--- config.mk ---
export PLATFORM = sky130hd
export DESIGN_NAME = binary_morphology_window
export DESIGN_NICKNAME = d
export VERILOG_FILES = /design/src/hdl/bmw_pkg.sv /design/src/hdl/binary_morphology_window.sv
export SDC_FILE = /design/constraint.sdc
export NUM_CORES = 2
export LEC_CHECK = 0
export BUFFER_PORTS_ARGS = -buffer_cell sky130_fd_sc_hd__buf_2
export CORE_ASPECT_RATIO = 0.9
export CORE_MARGIN = 1.5
export CORE_UTILIZATION = 25
export DETAILED_ROUTE_END_ITERATION = 16
export PLACE_DENSITY = 0.41
export SYNTH_ARGS = -nofsm -noshare
export SYNTH_HDL_FRONTEND = slang
export SYNTH_SLANG_ARGS = --single-unit
--- constraint.sdc ---
create_clock -name clk -period 17.5 [get_ports clk]
set_clock_uncertainty 0.15 [all_clocks]
set_input_delay 0.875 -clock clk [delete_from_list [all_inputs] [get_ports clk]]
set_output_delay 0.875 -clock clk [all_outputs]
set_load 0.01 [all_outputs]
--- src/hdl/bmw_pkg.sv ---
// Shared constants and register codes for the binary morphology window.
package bmw_pkg;

  localparam int MAX_WIDTH  = 1024;
  localparam int MAX_HEIGHT = 1024;
  localparam int KMAX       = 5;

  localparam int COL_W     = $clog2(MAX_WIDTH);
  localparam int ROW_W     = $clog2(MAX_HEIGHT);
  localparam int WIN_BITS  = KMAX * KMAX;
  localparam int LINE_BITS = KMAX - 1;

  // fixed field widths
  localparam int OUT_W     = 10;
  localparam int SIZE_W    = 11;
  localparam int K_W       = 3;
  localparam int MASK_W    = 25;
  localparam int MASK_IDX_W = $clog2(MASK_W);
  localparam int DATA_W    = 32;
  localparam int REG_IDX_W = 3;
  localparam int ADDR_W    = REG_IDX_W + 2;

  localparam int ROW_CALC_W = (ROW_W > OUT_W) ? ROW_W : OUT_W;
  localparam int COL_CALC_W = (COL_W > OUT_W) ? COL_W : OUT_W;

  localparam logic OP_ERODE  = 1'b0;
  localparam logic OP_DILATE = 1'b1;

  typedef enum logic [REG_IDX_W-1:0] {
    REG_IMAGE_WIDTH   = 3'd0,
    REG_IMAGE_HEIGHT  = 3'd1,
    REG_KERNEL_HEIGHT = 3'd2,
    REG_KERNEL_WIDTH  = 3'd3,
    REG_ANCHOR_ROW    = 3'd4,
    REG_ANCHOR_COL    = 3'd5,
    REG_KERNEL_MASK   = 3'd6,
    REG_OPERATION     = 3'd7
  } bmw_reg_t;

endpackage

--- src/hdl/binary_morphology_window.sv ---
// Streaming binary erosion/dilation over a KMAX x KMAX window with line memory.
//
//  channel | ports                                  | direction | request moves
//  --------+----------------------------------------+-----------+-----------------------------
//  in      | in_valid, in_ready, in_pixel_on        | sink      | one pixel, raster order
//  out     | out_valid, out_ready, out_row, out_col,| source    | one decided output pixel
//          | out_on, out_last_window                |           |
//  cfg     | cfg_psel .. cfg_pready (APB)           | slave     | one register write or read
//
// Cycles: one pixel per clock while the output is not stalled. A pixel reads
//   its column of the line memory at acceptance; in the next cycle the slice is
//   built, and when the slice stage retires it is written back, shifted into the
//   window and, for an eligible pixel, the result registered and out_valid raised.
// Line memory: one synchronous RAM of MAX_WIDTH x (KMAX-1) bits, one read and
//   one write port. A back-to-back write/read of the same column (image width
//   of one) is forwarded from the write data.
// Reset: counters, window and config go to reset values at once. The memory
//   is not swept; a fill count marks the columns written since reset and
//   unwritten columns read as zero, so there is no clearing pass.
// Stalls: a stalled output holds; one pixel can sit in the slice stage behind
//   it, and in_ready drops only when both are occupied.
module binary_morphology_window (
  input  logic                        clk,
  input  logic                        rst_n,
  // pixel input
  input  logic                        in_valid,
  output logic                        in_ready,
  input  logic                        in_pixel_on,
  // result output
  output logic                        out_valid,
  input  logic                        out_ready,
  output logic [bmw_pkg::OUT_W-1:0]   out_row,
  output logic [bmw_pkg::OUT_W-1:0]   out_col,
  output logic                        out_on,
  output logic                        out_last_window,
  // configuration
  input  logic                        cfg_psel,
  input  logic                        cfg_penable,
  input  logic                        cfg_pwrite,
  input  logic [bmw_pkg::ADDR_W-1:0]  cfg_paddr,
  input  logic [bmw_pkg::DATA_W-1:0]  cfg_pwdata,
  output logic [bmw_pkg::DATA_W-1:0]  cfg_prdata,
  output logic                        cfg_pready
);
  import bmw_pkg::*;

  // ---------------------------------------------------------------------------
  // Configuration registers
  // ---------------------------------------------------------------------------
  logic [SIZE_W-1:0] image_width_r, image_height_r;
  logic [K_W-1:0]    kernel_height_r, kernel_width_r, anchor_row_r, anchor_col_r;
  logic [MASK_W-1:0] kernel_mask_r;
  logic              operation_r;

  bmw_reg_t cfg_idx;
  logic     cfg_wr;

  assign cfg_pready = 1'b1;
  assign cfg_idx    = bmw_reg_t'(cfg_paddr[ADDR_W-1:2]);
  assign cfg_wr     = cfg_psel && cfg_penable && cfg_pwrite && cfg_pready;

  always_ff @(posedge clk) begin
    if (!rst_n) begin
      image_width_r   <= SIZE_W'(640);
      image_height_r  <= SIZE_W'(480);
      kernel_height_r <= K_W'(3);
      kernel_width_r  <= K_W'(3);
      anchor_row_r    <= K_W'(1);
      anchor_col_r    <= K_W'(1);
      kernel_mask_r   <= MASK_W'(511);
      operation_r     <= OP_ERODE;
    end else if (cfg_wr) begin
      unique case (cfg_idx)
        REG_IMAGE_WIDTH:   image_width_r   <= cfg_pwdata[SIZE_W-1:0];
        REG_IMAGE_HEIGHT:  image_height_r  <= cfg_pwdata[SIZE_W-1:0];
        REG_KERNEL_HEIGHT: kernel_height_r <= cfg_pwdata[K_W-1:0];
        REG_KERNEL_WIDTH:  kernel_width_r  <= cfg_pwdata[K_W-1:0];
        REG_ANCHOR_ROW:    anchor_row_r    <= cfg_pwdata[K_W-1:0];
        REG_ANCHOR_COL:    anchor_col_r    <= cfg_pwdata[K_W-1:0];
        REG_KERNEL_MASK:   kernel_mask_r   <= cfg_pwdata[MASK_W-1:0];
        REG_OPERATION:     operation_r     <= cfg_pwdata[0];
        default: ;
      endcase
    end
  end

  always_comb begin
    unique case (cfg_idx)
      REG_IMAGE_WIDTH:   cfg_prdata = DATA_W'(image_width_r);
      REG_IMAGE_HEIGHT:  cfg_prdata = DATA_W'(image_height_r);
      REG_KERNEL_HEIGHT: cfg_prdata = DATA_W'(kernel_height_r);
      REG_KERNEL_WIDTH:  cfg_prdata = DATA_W'(kernel_width_r);
      REG_ANCHOR_ROW:    cfg_prdata = DATA_W'(anchor_row_r);
      REG_ANCHOR_COL:    cfg_prdata = DATA_W'(anchor_col_r);
      REG_KERNEL_MASK:   cfg_prdata = DATA_W'(kernel_mask_r);
      REG_OPERATION:     cfg_prdata = DATA_W'(operation_r);
      default:           cfg_prdata = '0;
    endcase
  end

  // ---------------------------------------------------------------------------
  // Saturated geometry (the user must keep config static while pixels flow; the block does not enforce it)
  // ---------------------------------------------------------------------------
  logic [COL_W-1:0] w_last;   // image width - 1
  logic [ROW_W-1:0] h_last;   // image height - 1
  logic [K_W-1:0]   kh_m1, kw_m1, ar_sat, ac_sat;

  always_comb begin
    if (image_width_r == '0)                  w_last = '0;
    else if (int'(image_width_r) > MAX_WIDTH) w_last = COL_W'(MAX_WIDTH - 1);
    else                                      w_last = COL_W'(image_width_r - 1'b1);

    if (image_height_r == '0)                   h_last = '0;
    else if (int'(image_height_r) > MAX_HEIGHT) h_last = ROW_W'(MAX_HEIGHT - 1);
    else                                        h_last = ROW_W'(image_height_r - 1'b1);

    if (kernel_height_r == '0)           kh_m1 = '0;
    else if (int'(kernel_height_r) > KMAX) kh_m1 = K_W'(KMAX - 1);
    else                                 kh_m1 = kernel_height_r - 1'b1;

    if (kernel_width_r == '0)            kw_m1 = '0;
    else if (int'(kernel_width_r) > KMAX) kw_m1 = K_W'(KMAX - 1);
    else                                 kw_m1 = kernel_width_r - 1'b1;

    ar_sat = (anchor_row_r > kh_m1) ? kh_m1 : anchor_row_r;
    ac_sat = (anchor_col_r > kw_m1) ? kw_m1 : anchor_col_r;
  end

  // Mask remapped to window bit order: slice d (d pixels back), row k above.
  logic [WIN_BITS-1:0] wmask_nxt, wmask_r;

  always_comb begin
    int d, k, idx;
    wmask_nxt = '0;
    for (d = 0; d < KMAX; d++) begin
      for (k = 0; k < KMAX; k++) begin
        idx = (int'(kh_m1) - k) * KMAX + (int'(kw_m1) - d);
        if (d <= int'(kw_m1) && k <= int'(kh_m1) && idx < MASK_W) begin
          wmask_nxt[d*KMAX + k] = kernel_mask_r[idx[MASK_IDX_W-1:0]];
        end
      end
    end
  end

  always_ff @(posedge clk) begin
    wmask_r <= wmask_nxt;
  end

  // ---------------------------------------------------------------------------
  // Stage 0: accept, position counters, line memory read
  // ---------------------------------------------------------------------------
  logic [ROW_W-1:0] row_count_r, row_count_nxt;
  logic [COL_W-1:0] col_count_r, col_count_nxt;
  logic [COL_W:0]   fill_r, fill_nxt;    // columns [0, fill) written since reset
  logic             in_acc;
  logic             row_end, frame_end, elig;
  logic [OUT_W-1:0] orow0, ocol0;

  // slice stage
  logic              s1_v_r, s1_fire;
  logic              s1_pix_r, s1_hit_r, s1_fwd_r, s1_elig_r, s1_last_r;
  logic [COL_W-1:0]  s1_col_r;
  logic [LINE_BITS-1:0] s1_fwd_line_r;
  logic [OUT_W-1:0]  s1_orow_r, s1_ocol_r;

  // output register
  logic              out_v_r;

  logic [LINE_BITS-1:0] line_mem [MAX_WIDTH];
  logic [LINE_BITS-1:0] line_rd_r, line_in;
  logic [KMAX-1:0]      slice;
  logic [WIN_BITS-1:0]  window_r, window_nxt;

  assign s1_fire  = s1_v_r && (!out_v_r || out_ready);
  assign in_ready = !s1_v_r || s1_fire;
  assign in_acc   = in_valid && in_ready;

  always_comb begin
    row_end   = col_count_r >= w_last;
    frame_end = row_end && (row_count_r >= h_last);
    elig      = (row_count_r >= ROW_W'(kh_m1)) && (col_count_r >= COL_W'(kw_m1));
    orow0 = OUT_W'(ROW_CALC_W'(row_count_r) - ROW_CALC_W'(kh_m1) + ROW_CALC_W'(ar_sat));
    ocol0 = OUT_W'(COL_CALC_W'(col_count_r) - COL_CALC_W'(kw_m1) + COL_CALC_W'(ac_sat));

    row_count_nxt = row_count_r;
    col_count_nxt = col_count_r;
    if (in_acc) begin
      priority if (frame_end) begin
        row_count_nxt = '0;
        col_count_nxt = '0;
      end else if (row_end) begin
        row_count_nxt = row_count_r + 1'b1;
        col_count_nxt = '0;
      end else begin
        col_count_nxt = col_count_r + 1'b1;
      end
    end

    fill_nxt = fill_r;
    if (s1_fire && ({1'b0, s1_col_r} == fill_r)) fill_nxt = fill_r + 1'b1;
  end

  // ---------------------------------------------------------------------------
  // Stage 1: build slice, write line memory back, shift window, decide
  // ---------------------------------------------------------------------------
  always_comb begin
    if (s1_fwd_r)      line_in = s1_fwd_line_r;
    else if (s1_hit_r) line_in = line_rd_r;
    else               line_in = '0;
    slice      = {line_in, s1_pix_r};
    window_nxt = {window_r[WIN_BITS-KMAX-1:0], slice};
  end

  logic all_set, any_set;
  assign all_set = &(~wmask_r | window_nxt);
  assign any_set = |(wmask_r & window_nxt);

  // line memory: read on accept, write when the slice stage retires
  always_ff @(posedge clk) begin
    if (s1_fire) line_mem[s1_col_r] <= slice[LINE_BITS-1:0];
    if (in_acc)  line_rd_r <= line_mem[col_count_r];
  end

  always_ff @(posedge clk) begin
    if (!rst_n) begin
      row_count_r <= '0;
      col_count_r <= '0;
      fill_r      <= '0;
      s1_v_r      <= 1'b0;
      out_v_r     <= 1'b0;
      window_r    <= '0;
    end else begin
      row_count_r <= row_count_nxt;
      col_count_r <= col_count_nxt;
      fill_r      <= fill_nxt;
      if (in_acc)       s1_v_r <= 1'b1;
      else if (s1_fire) s1_v_r <= 1'b0;
      if (s1_fire) window_r <= window_nxt;
      if (s1_fire && s1_elig_r) out_v_r <= 1'b1;
      else if (out_ready)       out_v_r <= 1'b0;
    end
  end

  // payload registers
  always_ff @(posedge clk) begin
    if (in_acc) begin
      s1_pix_r      <= in_pixel_on;
      s1_col_r      <= col_count_r;
      s1_hit_r      <= {1'b0, col_count_r} < fill_r;
      s1_fwd_r      <= s1_fire && (s1_col_r == col_count_r);
      s1_fwd_line_r <= slice[LINE_BITS-1:0];
      s1_elig_r     <= elig;
      s1_last_r     <= frame_end;
      s1_orow_r     <= orow0;
      s1_ocol_r     <= ocol0;
    end
    if (s1_fire && s1_elig_r) begin
      out_row         <= s1_orow_r;
      out_col         <= s1_ocol_r;
      out_on          <= (operation_r == OP_DILATE) ? any_set : all_set;
      out_last_window <= s1_last_r;
    end
  end

  assign out_valid = out_v_r;

endmodule
# == After elaboration in Yosys (flattened, before gate mapping) ==
# Memories as Yosys holds them, arrays and structs flattened. A register that Yosys moved wholly into a read port is not among the register bits.
# Index checks and enable logic that the tools add are counted.
# op_classes
n_addsub,44
eq_ne,9
reduce_logical,72
muxes,74
mul,5
bitwise_logic,3
n_lt_le_gt_ge,69
# ops
operator,n
$lt 32x6->1 const B,24
$pmux 32 s8,1
$add 8x4->9,20
$lt 5x6->1 const B,25
$bmux 1 s5,25
$mux 10,8
$logic_and 1x1->1,49
$add 32x4->32,1
$add 7x4->8,4
$mul 4x4->8 const B,4
$mux 1,32
$and 25x25->25,1
$not 25->25,1
$or 25x25->25,1
$reduce_and 25->1,1
$reduce_or 25->1,1
$gt 11x11->1 const B,2
$logic_not 11->1,2
$add 10x1->10 const B,2
$add 10x3->10,2
$ge 10x10->1,2
$ge 10x3->1,2
$sub 10x1->10 const B,2
$sub 10x3->10,2
25 further kinds,62
# totals
ff_bits,199
memories,1
output_inout_bits,57
input_bits,45
wordCells,329
ram_bits,4096
# mem_list
memory,depth,width,read_ports,rd_ports_with_merged_regs,wr,line_no,text
line_mem,1024,4,1,1,1,binary_morphology_window.sv:169,logic [LINE_BITS-1:0] line_mem [MAX_WIDTH];

# == Logic depth before layout (Yosys ltp) ==
# logic_depth
word_depth,8
depth_mapped,24

# == Least setup slack after synthesis ==
# Ideal clock, no wire load.
# synth_timing
kind,register -> register
start,reg s1_pix_r
end,mem line_mem[0][0] (netlist bit) (data pin)
stages_incl_launch_ff,1
t_arrival_ns,12.073
required_ns,14.668
slack_ns,2.595
setup_time_ns,2.682
path_buffers,0
path_cell_list,edfxtp_1
# synth_lines
element,line_no,text
from (decl),binary_morphology_window.sv:161,"logic s1_pix_r, s1_hit_r, s1_fwd_r, s1_elig_r, s1_last_r;"
from (signal assigned),binary_morphology_window.sv:247,s1_pix_r <= in_pixel_on;
to (decl),binary_morphology_window.sv:169,
# Straight into the memory's write port.

==> flow_summary.ini <==
[final_layout]
regArea_um2 = 128000
fin_util_pct = 28.8
final_cell_area_um2 = 208000
fin_cells = 20731
drive_gt1_share_pct = 18.3
syn_to_final_growth_pct = 14.6
multi_input_area_um2 = 49800
nNetsFinal = 10967
n_fill_cell = 71072

[sta]
maxSlewViolCount = 2
finalHoldViolCount = 0
fin_crit_sh_pct = 40.2
setup_viol = 0
slew_headroom_pct = -5.09
finalCriticalPeriod_ns = 7.03
fin_tns_setup_ns = 0
worst_slew_pin_slew_ns = 1.54
timing.fmax_mhz = 142
rsz0062_at_grt = false

[clock_tree]
ctsRootBufferMaster = clkbuf_16
cts_setup_buffers = 0
htree_levels = 5
cts_max_path_buffers = 4
path_clk_slew_ns = 0.06
cts_hold_buf = 25
cts.sinks = 4299
clkLatencyLatePin_ns = 1.04
ctsResizeCount = 0
cts_tree = built
cts_inserted_buffers = 448

[place]
portBuffers = 84
placed_cells = 19861
gp_congestion = 0.812
place_area_um2 = 193000
dp_hpwl_um = 375000

[critical_path]
cpMaxStageDelayCell = o21ai_0
path_cells = buf_4, buf_4, buf_4, buf_4, mux4_2, mux2i_1, o21ai_0, o2111ai_1, nand4_1, a41oi_1, a311oi_1
worst_setup_path_start_kind = flop
reg2reg_depth = 11
required_ns = 18.11
critPathKind = reg2reg
endpoint_kind = flop
slowest_delay_ns = 0.84
crit_fanout = 43
cpMostUsedCell = buf_4
worstPathArrival_ns = 7.64

[drt]
num_vias = 100642
postRouteAntennaNets = 0
drt-vias-per-instance = 4.85
wl_um = 610000
drt_iter0_drc = 10868
drc = 0
wire_per_inst_um = 29.4
drt_pass1_iterations = 8

[logic_synthesis]
synth_simple_gate_area_share_pct = 5.05
synth-edff-count = 4161
yosysWarningCount = 0
synthArstFlopShare_pct = 0
yosys.area_share.xor_xnor_pct = 0.786
syn-cell-area_um2 = 181000
synthCells = 10451
avgSynthCellArea_um2 = 17.4
synth_mux_area_share_pct = 14.7
yosysUniqueCellTypes = 95
synth_compound_area_share_pct = 4.53
synthFlopType = edfxtp_1
ys_seq_area_share_pct = 70.4
synth_seq_cells = 4299
synth_top_family_by_area = multiplexers
synth_fa_ha_area_share_pct = 1.99

[global_routing]
grt_max_degree = 189
grtUsageTotal_pct = 16.1
antenna_found_initial = 71
grt_pass1_vias = 101379
grt_overflow_total = 0
grt_pass1_wl_um = 839000

[floorplanning]
die_x_um = 901
core_area_um2 = 723000
io_pins = 102
initial_core_util_pct = 25.1
std_cell_rows = 296
dieHeight_um = 811
die_area_um2 = 731000

[hold_path]
hold_path_depth = 3
hold_path.class = in2reg

[pwr]
power_density_nw_per_um2 = 108
vdd_ir_drop_max_v = 0.0000866
finalPower_uw = 22400
leakagePower_uw = 0.0637

[flow_run]
drv_cap = 1

[outcome]
violations = max-capacitance violations, max-slew violations
status = finished with violations
[cells in the mapped netlist (all sizes together) (73+ instances only)]
master	number	area share, %
nor2	1265	2.6
buf	349	1.4
mux2i	515	2.8
ha	246	1.7
a211oi	73	0.30
nand2	514	1.1
xnor2	109	0.53
inv	154	0.32
clkbuf	335	0.73
o21ai	188	0.52
dfxtp	138	1.5
a21oi	237	0.65
edfxtp	4161	69
a22oi	93	0.38
nand3	109	0.30
o22ai	108	0.37
mux4	928	12
[worst max-delay path: cells and delay by family (launching register included)]
family	cells	cell delay (ns)
AOI/OAI and AO/OA	4	2.36
buffers and inverters	4	2.64
DFF	1	0.69
muxes	2	0.45
and+or+nand+nor	1	0.25
[cell usage in the layout (no fill, tap or decap), types with 31 or more instances in the layout]
cell,synthesis,routed
nand2_1,514,499
o21ai_0,178,178
mux2_2,31,31
o21bai_1,34,34
clkinv_1,3,110
mux4_1,89,89
bufinv_16,0,41
a21o_1,46,45
edfxtp_1,4161,4161
ha_1,246,245
buf_4,56,298
dfxtp_1,138,130
nor2b_1,53,49
a211oi_1,72,70
o22ai_1,108,108
o221ai_1,71,71
a21oi_1,237,237
xnor2_1,108,108
clkinv_2,0,93
inv_1,152,148
a221oi_1,52,52
clkbuf_1,327,90
mux4_2,839,839
a2111oi_0,36,33
nand3_1,109,89
a22oi_1,93,92
clkbuf_16,0,452
mux2i_1,515,507
nor2_1,1265,1255
nor3_1,60,58
xor2_1,53,53
buf_2,157,85
a21boi_0,62,62
o211ai_1,37,37
[path summary, 6_finish.rpt]
check	slack [ns]	start	to
hold reg to reg	0.27	s1_orow_r[6]$_DFFE_PP_	out_row[6]$_DFFE_PP_
setup reg to reg	10.47	col_count_r[1]$_SDFFE_PN0P_	line_rd_r[3]$_DFFE_PP_
setup / recovery	10.47	col_count_r[1]$_SDFFE_PN0P_	line_rd_r[3]$_DFFE_PP_
hold / removal	0.1	cfg_pwdata[2]	kernel_mask_r[2]$_SDFFE_PN1P_
[state kept, by name, indices dropped and copies added, names as in the netlist, 3 cells and up]
name,cells
line_mem,4096
kernel_mask_r,25
wmask_r,25
window_r,20
fill_r,11
image_height_r,11
image_width_r,11
col_count_r,10
out_col,10
out_row,10
row_count_r,10
s1_col_r,10
s1_ocol_r,10
s1_orow_r,10
line_rd_r,4
s1_fwd_line_r,4
anchor_col_r,3
anchor_row_r,3
kernel_height_r,3
kernel_width_r,3
[power by group]
part	internal (uW)	switching (uW)
Sequential	11400	29.6
Combinational	574	963
Clock	5340	4130
[metal layers]
layer,track usage (%),part of all wire [%],routed length (um)
met3,2.78,6.9,41800
met5,0,0.011,69
met2,25.6,46,280000
met1,23.1,45,275000
met4,3.72,2.3,13900
[cells by family after synthesis]
kind of cell / Yosys count
compound gates: 1203
xor+xnor: 162
fa+ha+maj: 274
buf+inv: 841
flops: 4299
mux: 1474
other cells: 2
simple gates: 2196
[area by class of cell]
type | instances | area share, %
Clock buffer | 546 | 5.63
Sequential cell | 4299 | 61.4
Tap cell | 9685 | 5.83
Antenna cell | 18 | 0.0217
Multi-Input combinational cell | 5317 | 23.9
Timing Repair Buffer | 428 | 1.59
Clock inverter | 281 | 1.25
Inverter | 157 | 0.303
[per-stage QoR]
stage	setup slack, ns	hold slack (ns)
4_1_cts	10.38	0.00299
2_1_floorplan	2.60	0.250
6_report	10.47	0.0992
5_1_grt	10.13	0.0640
3_5_place_dp	10.38	0.255
3_3_place_gp	10.52	0.255
No activity file was read; power rests on OpenSTA's default activity.
